[config.mk]
export PLATFORM = sky130hd
export DESIGN_NAME = adc_conversion_job_queue
export DESIGN_NICKNAME = d
export VERILOG_FILES = /design/src/hdl/ajq_pkg.sv /design/src/hdl/adc_conversion_job_queue.sv /design/src/hdl/ajq_ring.sv /design/src/hdl/ajq_res_fifo.sv
export SDC_FILE = /design/constraint.sdc
export NUM_CORES = 1
export LEC_CHECK = 0
export BUFFER_PORTS_ARGS = -buffer_cell sky130_fd_sc_hd__buf_2
export CAP_MARGIN = 30
export CORE_AREA = 8 8 180 182
export DETAILED_ROUTE_END_ITERATION = 6
export DIE_AREA = 0 0 188 190
export PLACE_DENSITY = 0.53
export SKIP_CTS_REPAIR_TIMING = 1
export SLEW_MARGIN = 5
export SYNTH_ARGS = -nofsm -noshare
export SYNTH_HDL_FRONTEND = slang
export SYNTH_SLANG_ARGS = --single-unit
[constraint.sdc]
create_clock -name clk -period 8 [get_ports clk]
set_input_delay 0.4 -clock clk [delete_from_list [all_inputs] [get_ports clk]]
set_output_delay 0.4 -clock clk [all_outputs]
set_load 0.005 [all_outputs]
[src/hdl/ajq_pkg.sv]
`default_nettype none

package ajq_pkg;

  // Ring of conversion jobs; one slot always stays empty.
  localparam int QUEUE_DEPTH = 8;
  localparam int QW = $clog2(QUEUE_DEPTH);

  // Result buffer between the ring logic and the output port.
  localparam int RES_DEPTH = 4;
  localparam int RW = $clog2(RES_DEPTH);
  localparam int RCW = $clog2(RES_DEPTH + 1);

  typedef logic [QW-1:0] qidx_t;

  typedef enum logic {
    OP_ADD  = 1'b0,
    OP_DONE = 1'b1
  } op_t;

  typedef enum logic [1:0] {
    EV_START  = 2'd0,
    EV_DONE   = 2'd1,
    EV_REJECT = 2'd2
  } event_t;

  typedef struct packed {
    event_t      ev;
    logic [7:0]  ch;
    logic [7:0]  tag;
    logic [9:0]  val;
    logic        last;
  } result_t;

  typedef struct packed {
    logic push0;
    logic push1;
  } push_t;

  typedef struct packed {
    logic busy;
    logic empty;
  } ring_stat_t;

  function automatic qidx_t next_slot(input qidx_t i);
    qidx_t n;
    n = i + qidx_t'(1);
    if (i == qidx_t'(QUEUE_DEPTH - 1)) begin
      n = '0;
    end
    return n;
  endfunction

endpackage

`default_nettype wire

[src/hdl/adc_conversion_job_queue.sv]
`default_nettype none

// Channel   Dir  Bits (lowest first)                              Marks
// in_       in   tuser: opcode; tdata: channel_select[7:0],       tvalid/tready
//                job_tag[15:8], sample[25:16], rest ignored
// out_      out  tuser: event_res; tdata: start_channel[7:0],     tvalid/tready,
//                done_tag[15:8], done_value[25:16], rest zero      tlast
//
// An accepted beat lands in an input register; the ring update and its results
// are computed combinationally from there and written into a four-entry result
// buffer, which feeds the output port. A new input beat can be taken every
// cycle while the buffer has room for two results; a completion that also
// starts the next job produces two output beats, so the output port (one beat
// a cycle while out_tready is high) sets the sustained rate. rst_n is
// synchronous and clears pointers, flags and the result buffer; the job stores
// need no reset. Output stalls back up into the input register and then drop
// in_tready.

module adc_conversion_job_queue
  import ajq_pkg::*;
(
  input  wire logic        clk,
  input  wire logic        rst_n,
  input  wire logic        in_tvalid,
  output logic             in_tready,
  input  wire logic [31:0] in_tdata,   // channel_select, job_tag, sample
  input  wire logic        in_tuser,   // opcode
  output logic             out_tvalid,
  input  wire logic        out_tready,
  output logic [31:0]      out_tdata,  // start_channel, done_tag, done_value
  output logic [1:0]       out_tuser,  // event_res
  output logic             out_tlast
);

  // Input register holding one beat until the ring logic takes it.
  logic       in_valid_r, in_valid_nxt;
  op_t        in_op_r;
  logic [7:0] in_ch_r;
  logic [7:0] in_tag_r;
  logic [9:0] in_smp_r;

  logic           fire;
  logic           in_acc;
  logic           out_pop;
  result_t        res0, res1, res_head;
  push_t          push;
  ring_stat_t     ring_st;
  logic [RCW-1:0] res_cnt;

  // The ring logic only runs when the buffer can absorb both possible results.
  assign fire      = in_valid_r && (res_cnt <= RCW'(RES_DEPTH - 2));
  assign in_tready = !in_valid_r || fire;
  assign in_acc    = in_tvalid && in_tready;

  always_comb begin
    in_valid_nxt = in_valid_r;
    if (in_acc) begin
      in_valid_nxt = 1'b1;
    end else if (fire) begin
      in_valid_nxt = 1'b0;
    end
  end

  always_ff @(posedge clk) begin
    if (!rst_n) begin
      in_valid_r <= 1'b0;
    end else begin
      in_valid_r <= in_valid_nxt;
    end
  end

  always_ff @(posedge clk) begin
    if (in_acc) begin
      in_op_r  <= op_t'(in_tuser);
      in_ch_r  <= in_tdata[7:0];
      in_tag_r <= in_tdata[15:8];
      in_smp_r <= in_tdata[25:16];
    end
  end

  ajq_ring u_ring (
    .clk    (clk),
    .rst_n  (rst_n),
    .fire   (fire),
    .op     (in_op_r),
    .chan   (in_ch_r),
    .tag    (in_tag_r),
    .sample (in_smp_r),
    .res0   (res0),
    .res1   (res1),
    .push   (push),
    .stat   (ring_st)
  );

  ajq_res_fifo u_res_fifo (
    .clk   (clk),
    .rst_n (rst_n),
    .push  (push),
    .res0  (res0),
    .res1  (res1),
    .pop   (out_pop),
    .head  (res_head),
    .count (res_cnt)
  );

  assign out_tvalid = (res_cnt != '0);
  assign out_pop    = out_tvalid && out_tready;
  assign out_tuser  = res_head.ev;
  assign out_tdata  = {6'd0, res_head.val, res_head.tag, res_head.ch};
  assign out_tlast  = res_head.last;

`ifndef SYNTHESIS
  // The buffer never overfills: the ring logic waits for room for two results.
  a_buf_bound: assert property (@(posedge clk) disable iff (!rst_n)
    res_cnt <= RCW'(RES_DEPTH))
    else $error("result buffer overflow");

  // A held input beat is never dropped without being processed.
  a_hold_input: assert property (@(posedge clk) disable iff (!rst_n)
    in_valid_r && !fire |=> in_valid_r)
    else $error("input beat lost");

  // A conversion is running exactly when jobs are pending.
  a_busy_match: assert property (@(posedge clk) disable iff (!rst_n)
    ring_st.busy == !ring_st.empty)
    else $error("busy flag out of step with ring");

  // A second result is only pushed together with the first, while an item is processed.
  a_push_order: assert property (@(posedge clk) disable iff (!rst_n)
    push.push1 |-> push.push0 && fire)
    else $error("second result without first");
`endif

endmodule

`default_nettype wire

[src/hdl/ajq_ring.sv]
`default_nettype none

module ajq_ring
  import ajq_pkg::*;
(
  input  wire logic       clk,
  input  wire logic       rst_n,
  input  wire logic       fire,
  input  wire op_t        op,
  input  wire logic [7:0] chan,
  input  wire logic [7:0] tag,
  input  wire logic [9:0] sample,
  output result_t         res0,
  output result_t         res1,
  output push_t           push,
  output ring_stat_t      stat
);

  logic [7:0] channel_store [QUEUE_DEPTH];
  logic [7:0] tag_store [QUEUE_DEPTH];

  qidx_t head_r, head_nxt;
  qidx_t tail_r, tail_nxt;
  logic  busy_r, busy_nxt;
  logic  wr_en;

  qidx_t head_inc, tail_inc;
  logic  full, empty;

  assign head_inc = next_slot(head_r);
  assign tail_inc = next_slot(tail_r);
  assign full     = (head_inc == tail_r);
  assign empty    = (head_r == tail_r);

  always_comb begin
    head_nxt = head_r;
    tail_nxt = tail_r;
    busy_nxt = busy_r;
    wr_en    = 1'b0;
    res0     = '{ev: EV_START, ch: '0, tag: '0, val: '0, last: 1'b0};
    res1     = '{ev: EV_START, ch: '0, tag: '0, val: '0, last: 1'b1};
    push     = '0;
    if (fire) begin
      unique case (op)
        OP_ADD: begin
          if (full) begin
            res0.ev    = EV_REJECT;
            res0.last  = 1'b1;
            push.push0 = 1'b1;
          end else begin
            wr_en    = 1'b1;
            head_nxt = head_inc;
            if (!busy_r) begin
              // Idle means the ring was empty, so the new job is the tail.
              busy_nxt   = 1'b1;
              res0.ch    = chan;
              res0.last  = 1'b1;
              push.push0 = 1'b1;
            end
          end
        end
        OP_DONE: begin
          if (!empty) begin
            tail_nxt   = tail_inc;
            res0.ev    = EV_DONE;
            res0.tag   = tag_store[tail_r];
            res0.val   = sample;
            push.push0 = 1'b1;
            if (head_r != tail_inc) begin
              res1.ch    = channel_store[tail_inc];
              push.push1 = 1'b1;
            end else begin
              busy_nxt  = 1'b0;
              res0.last = 1'b1;
            end
          end
        end
      endcase
    end
  end

  always_ff @(posedge clk) begin
    if (wr_en) begin
      channel_store[head_r] <= chan;
      tag_store[head_r]     <= tag;
    end
  end

  always_ff @(posedge clk) begin
    if (!rst_n) begin
      head_r <= '0;
      tail_r <= '0;
      busy_r <= 1'b0;
    end else begin
      head_r <= head_nxt;
      tail_r <= tail_nxt;
      busy_r <= busy_nxt;
    end
  end

  assign stat = '{busy: busy_r, empty: empty};

endmodule

`default_nettype wire

[src/hdl/ajq_res_fifo.sv]
`default_nettype none

module ajq_res_fifo
  import ajq_pkg::*;
(
  input  wire logic     clk,
  input  wire logic     rst_n,
  input  wire push_t    push,
  input  wire result_t  res0,
  input  wire result_t  res1,
  input  wire logic     pop,
  output result_t       head,
  output logic [RCW-1:0] count
);

  result_t mem [RES_DEPTH];

  logic [RW-1:0]  wr_r, wr_nxt;
  logic [RW-1:0]  rd_r, rd_nxt;
  logic [RCW-1:0] cnt_r, cnt_nxt;
  logic [RW-1:0]  wr_p1;

  assign wr_p1 = wr_r + RW'(1);

  always_comb begin
    wr_nxt  = wr_r + RW'(push.push0) + RW'(push.push1);
    rd_nxt  = rd_r + RW'(pop);
    cnt_nxt = cnt_r + RCW'(push.push0) + RCW'(push.push1) - RCW'(pop);
  end

  always_ff @(posedge clk) begin
    if (push.push0) begin
      mem[wr_r] <= res0;
    end
    if (push.push1) begin
      mem[wr_p1] <= res1;
    end
  end

  always_ff @(posedge clk) begin
    if (!rst_n) begin
      wr_r  <= '0;
      rd_r  <= '0;
      cnt_r <= '0;
    end else begin
      wr_r  <= wr_nxt;
      rd_r  <= rd_nxt;
      cnt_r <= cnt_nxt;
    end
  end

  assign head  = mem[rd_r];
  assign count = cnt_r;

endmodule

`default_nettype wire

==> run summary, run 1 <==
Register Area: 0.00766 mm²
WL/cell: 21.7 µm
Sequential area share after synthesis: 66.1%
Syn Std Cell Area: 0.0116 mm²
Unrepaired setup endpoints after global routing: no
Overall power: 3490 µW
CTS H-tree depth: 1
Period utilisation layout: 44.6%
Clock skew: 0.0153 ns
Post-route setup slack: 4.43 ns
Final hold violation count: 0
Average size of a mapped cell: 15.4 µm²
Primary FF master, synth: edfxtp_1
Seq cells post-synth: 289
Final core utilization: 46.6%
Switching share of power: 24.4%
Post-synth EDFFs: 187
Family with the most delay on the worst path: buffers and inverters
CP max stage delay: 0.69 ns
Leakage power: 0.00463 µW
Flop pwr share: 49.3%
Combinational fraction of design power: 11.4%
CP Max Fanout: 22
Largest net degree at the start of global routing: 48
First-pass GRT wire length: 42.5 mm
Non-Filler Instances: 1251
Area of the multi-input gates: 0.00376 mm²
Nets@finish: 885
Sw power: 850 µW
Final setup TNS: 0 ns
Total track usage: 15.0%
Share of the synthesized area in the top cell type: 48.5%
PD cells: 254 mW/mm²
Gpl congestion: 0.797
Vias in the first global route: 7206
Worst-Skew Late Latency: 0.56 ns
Crit path cell chain: ha_1, ha_1, xor2_1, o41a_4, nor4b_2, buf_4, a21oi_2, buf_4, inv_1
Pre-CTS WS: 4.31 ns
Crit path DAT: 3.79 ns
Fillcell total: 2522
Top post-synthesis cells by area: edfxtp_1, dfxtp_1, mux4_2
CTS max path bufs: 3
Min-delay worst type: in -> reg
Startpoint types: register
Initial antenna violation count: 1
TritonCTS Buffers: 31
I/O Buffers: 61
Grt ovf: 0
ANT cells: 0
CTS tree: done
Critical-path top delay cell: dfxtp_1
Status: finished, final reports clean
Max frequency: 280 MHz
# DRC: 0
Clock tree sinks: 289
Via density: 5.46
MaxCap Viol Count: 0
# rows: 63
Initial core utilization: 39.4%
IO Pins: 74
Die W: 188 µm
Iteration-0 DRC Markers: 380
Cells after Synth: 752
Fin crit period: 3.57 ns
WP buf/inv: 3
Tightest Pin Transition: 0.915 ns
Peak supply drop: 0.000162 V
Final WL: 27.2 mm
Final ANT Viol Nets: 0
Layout cell share with drive strength beyond 1: 23.2%
Vias: 6828
Library cells used by synthesis: 49
Chip height: 190 µm
Crit. End Element: register
Synth warn: 0
Cell Int Power: 2640 µW
# setup viols final: 0
Die area: 0.0357 mm²
Count leader, synth: edfxtp_1
Slew HR: 38.6%
Initial DRT Pass Iterations: 4
Slew Viols, Final: 0
Clock power share: 39.3%
Synth top cells by count: edfxtp_1, dfxtp_1, nand2_1
Root Driver: clkbuf_16
Area Overhead vs Synth: 18.4%
Detailed placement HPWL: 16.9 mm
Crit Path Class: reg -> reg
Crit path required time: 8.22 ns
Core region area: 0.0294 mm²
DP Cell Count: 1174
Largest area contributor in the netlist: edfxtp_1
Async SR Flop Fraction: 0%
Clock transition at path regs: 0.06 ns
area by class of cell:
class | instances | share of cell area, %
Sequential cell | 289 | 55.9
Multi-Input combinational cell | 400 | 27.4
Clock buffer | 37 | 6.05
Timing Repair Buffer | 104 | 5.64
Tap cell | 390 | 3.56
Clock inverter | 19 | 1.10
Inverter | 12 | 0.329
worst paths after layout:
| path | depth (start not counted) | endpoint | start | slack, ns |
|---|---|---|---|---|
| setup reg to reg | 9 | u_res_fifo.mem[1][24] | u_ring.head_r[1] | 4.43 |
| hold / removal | 1 | in_smp_r[4] | in_tdata[20] | 0.02 |
| hold reg to reg | 2 | u_res_fifo.mem[2][13] | u_res_fifo.mem[2][13] | 0.45 |
| setup / recovery | 9 | u_res_fifo.mem[1][24] | u_ring.head_r[1] | 4.43 |
routing by layer:
metal  wire [µm]  GRT usage [%]  share of wire (%)
met2       13300           25.4                 49
met3        1250           2.86                4.6
met5          11              0              0.041
met4         561           4.12                2.1
met1       12000           19.5                 44
cell usage in the layout (no fill, tap or decap), types with 12 or more instances in the layout:
| master | count |
|---|---|
| a32o_1 | 29 |
| dlygate4sd3_1 | 18 |
| nand2_1 | 47 |
| dfxtp_1 | 100 |
| a22o_1 | 30 |
| nand3_1 | 14 |
| clkbuf_16 | 32 |
| o2bb2ai_1 | 32 |
| a21oi_1 | 21 |
| mux2i_1 | 40 |
| edfxtp_1 | 187 |
| mux4_2 | 45 |
| a22oi_1 | 16 |
| buf_4 | 15 |
| buf_2 | 62 |
| nor3_1 | 12 |
cells by family after synthesis:
| family | synth area share (%) |
|---|---|
| AND/OR/NAND/NOR | 6.06 |
| buffers and inverters | 2.57 |
| AO/OA/AOI/OAI | 10.9 |
| flip-flops | 66.1 |
| multiplexers | 12.2 |
| XOR/XNOR | 0.757 |
| other | 0.0324 |
| adder cells (fa/ha/maj) | 1.28 |
power by group through the flow:
stage	Sequential, µW	Clock, µW	Combinational [µW]
3_5_place_dp	1750	0	396
5_1_grt	1730	1460	435
4_1_cts	1720	1400	399
6_report	1720	1370	396
2_1_floorplan	1730	0	259
3_3_place_gp	1740	0	382
registers in the layout (all words and copies together), names as in the netlist, 3 cells and up, named ones only:
name / count
u_res_fifo.count: 3
in_smp_r: 10
in_tag_r: 8
u_ring.channel_store: 64
in_ch_r: 8
u_ring.head_r: 3
u_ring.tail_r: 3
u_ring.tag_store: 64
u_res_fifo.mem: 116
through the flow:
stage / instance area (µm²) / hold WS [ns]
2_1_floorplan: 11600 / 0.433
3_5_place_dp: 12500 / 0.444
5_1_grt: 13700 / 0.000293
4_1_cts: 13500 / -0.0222
3_3_place_gp: 12400 / 0.438
6_report: 13700 / 0.0209
No activity file was read; power rests on OpenSTA's default activity.
==> run 2: changes to the inputs <==
- PLACE_DENSITY: 0.53 -> 0.55
- clock period: 8 -> 3.1 ns (I/O delays scaled with it)
==> run 2 against run 1 <==
Against the previous run: cell count grew 2.9%; flip-flop and latch count is the same; wire length shrank 2.4%; critical path depth grew 2; clock-buffer cell count grew 7; die area is the same; setup slack lost 4.3 ns; non-clock buffer count grew 34; largest cell class unchanged; largest power group unchanged.
==> run summary, run 2 (synthesized netlist as in run 1, its figures left out) <==
# setup viols final: 0 (unchanged)
Unrepaired setup endpoints after global routing: no (unchanged)
Final hold violation count: 0 (unchanged)
Final WL: 26.5 mm (was 27.2 mm)
IO Pins: 74 (unchanged)
Design area: 0.0139 mm² (was 0.0137 mm²)
# rows: 63 (unchanged)
Critical-path top delay cell: fa_1 (was dfxtp_1)
WP buf/inv: 2 (was 3)
Commonest non-fill, non-tap cell in the layout: edfxtp_1 (unchanged)
Root Driver: clkbuf_16 (unchanged)
Detailed placement HPWL: 17.5 mm (was 16.9 mm)
Startpoint types: register (unchanged)
I/O Buffers: 61 (unchanged)
First-pass GRT wire length: 41.7 mm (was 42.5 mm)
Nets@finish: 919 (was 885)
Fin crit period: 2.94 ns (was 3.57 ns)
CTS max path bufs: 3 (unchanged)
Clock tree sinks: 289 (unchanged)
# DRC: 0 (unchanged)
Die area: 0.0357 mm² (unchanged)
Tightest Pin Transition: 0.831 ns (was 0.915 ns)
Largest net degree at the start of global routing: 31 (was 48)
Crit path required time: 3.55 ns (was 8.22 ns)
Die W: 188 µm (unchanged)
Biggest register: u_res_fifo.mem (unchanged)
Status: finished, final reports clean (unchanged)
Family with the most delay on the worst path: adder cells (was buffers and inverters)
Crit. End Element: register (unchanged)
Total track usage: 14.6% (was 15.0%)
Max FFs per register: 116 (unchanged)
Most frequent CP cell: ha_1
Initial DRT Pass Iterations: 4 (unchanged)
Area Overhead vs Synth: 20.4% (was 18.4%)
Vias in the first global route: 7345 (was 7206)
Crit Path Class: reg -> reg (unchanged)
Clock skew: 0.0118 ns (was 0.0153 ns)
CP max stage delay: 0.42 ns (was 0.69 ns)
Most frequent cells in the layout: edfxtp_1, dfxtp_1, buf_2 (unchanged)
Max frequency: 340 MHz (was 280 MHz)
Slew Viols, Final: 0 (unchanged)
DP Cell Count: 1199 (was 1174)
WL/cell: 20.6 µm (was 21.7 µm)
Chip height: 190 µm (unchanged)
Initial core utilization: 39.4% (unchanged)
Min-delay worst type: in -> reg (unchanged)
ANT cells: 0 (unchanged)
Grt ovf: 0 (unchanged)
Hold slack: 0.184 ns (was 0.0209 ns)
Crit path DAT: 3.39 ns (was 3.79 ns)
Placed cell area: 0.0126 mm² (was 0.0125 mm²)
Via density: 5.39 (was 5.46)
Crit path cell chain: ha_1, ha_1, xnor2_1, nand4_1, and3_2, inv_1, ha_1, fa_1, inv_1, fa_1, and2_1 (was ha_1, ha_1, xor2_1, o41a_4, nor4b_2, buf_4, a21oi_2, buf_4, inv_1)
Layout cell share with drive strength beyond 1: 25.0% (was 23.2%)
PD cells: 649 mW/mm² (was 254 mW/mm²)
Peak supply drop: 0.000441 V (was 0.000162 V)
CTS H-tree depth: 1 (unchanged)
Final ANT Viol Nets: 0 (unchanged)
Initial antenna violation count: 0 (was 1)
Leakage power: 0.00478 µW (was 0.00463 µW)
CP Max Fanout: 4 (was 22)
Slew HR: 44.1% (was 38.6%)
Non-Filler Instances: 1287 (was 1251)
Vias: 6932 (was 6828)
MaxCap Viol Count: 0 (unchanged)
Gpl congestion: 0.822 (was 0.797)
Core region area: 0.0294 mm² (unchanged)
Period utilisation layout: 94.9% (was 44.6%)
Worst-Skew Late Latency: 0.55 ns (was 0.56 ns)
TritonCTS Buffers: 31 (unchanged)
Clock transition at path regs: 0.06 ns (about the same)
CTS tree: done (unchanged)
Iteration-0 DRC Markers: 414 (was 380)
Top Registers: u_res_fifo.mem: 116 flops, u_ring.channel_store: 64 flops, u_ring.tag_store: 64 flops (unchanged)
## run 2: metal layers
| layer | global-route usage [%] | up-vias | part of all wire, % |
|---|---|---|---|
| li1 | - | 3230 | - |
| met1 | 17.9 | 3505 | 43 |
| met2 | 26.2 | 156 | 51 |
| met3 | 2.54 | 41 | 4.5 |
| met4 | 3.67 | 0 | 1.8 |
| met5 | 0 | - | 0 |
## run 2: final timing paths
kind,startpoint,end,slack (ns),depth (start not counted)
setup reg to reg,u_ring.tail_r[1],u_res_fifo.count[1],0.16,11
setup / recovery,u_ring.tail_r[1],u_res_fifo.count[1],0.16,11
hold / removal,out_tready,u_res_fifo.rd_r[0],0.18,4
hold reg to reg,u_res_fifo.mem[2][18],u_res_fifo.mem[2][18],0.46,2
## run 2: cell type report
type                    instances  area (µm²)
clock buffers                  44         876
clock inverters                14         114
fillers                      2459       15500
inverters                      12        45.0
multi-input cells             400        3760
flip-flops and latches        289        7660
well taps                     390         488
repair buffers                138         996
## run 2: where the power goes
part	leakage [µW]	total (µW)	switching (µW)	internal, µW
clock network	0.000489	3540	1430	2110
registers	0.00254	4470	171	4300
logic	0.00175	1040	545	490
## run 2: tightest hold or removal path, stage by stage
cell and delay [ns]:
buf_2 0.07, and2_1 0.21, ha_1 0.15, and2_1 0.11
## run 2: metrics by stage
step                worst slack (ns)  power, µW  util (%)  setup TNS (ns)
floorplan                    -0.0285       5130         -          -0.885
global placement               0.137       5540      42.9               0
detailed placement             0.139       5580      43.0               0
CTS                            0.137       9120      46.4               0
global route                 0.00778       9430      47.4               0
finish                         0.157       9040      47.4               0
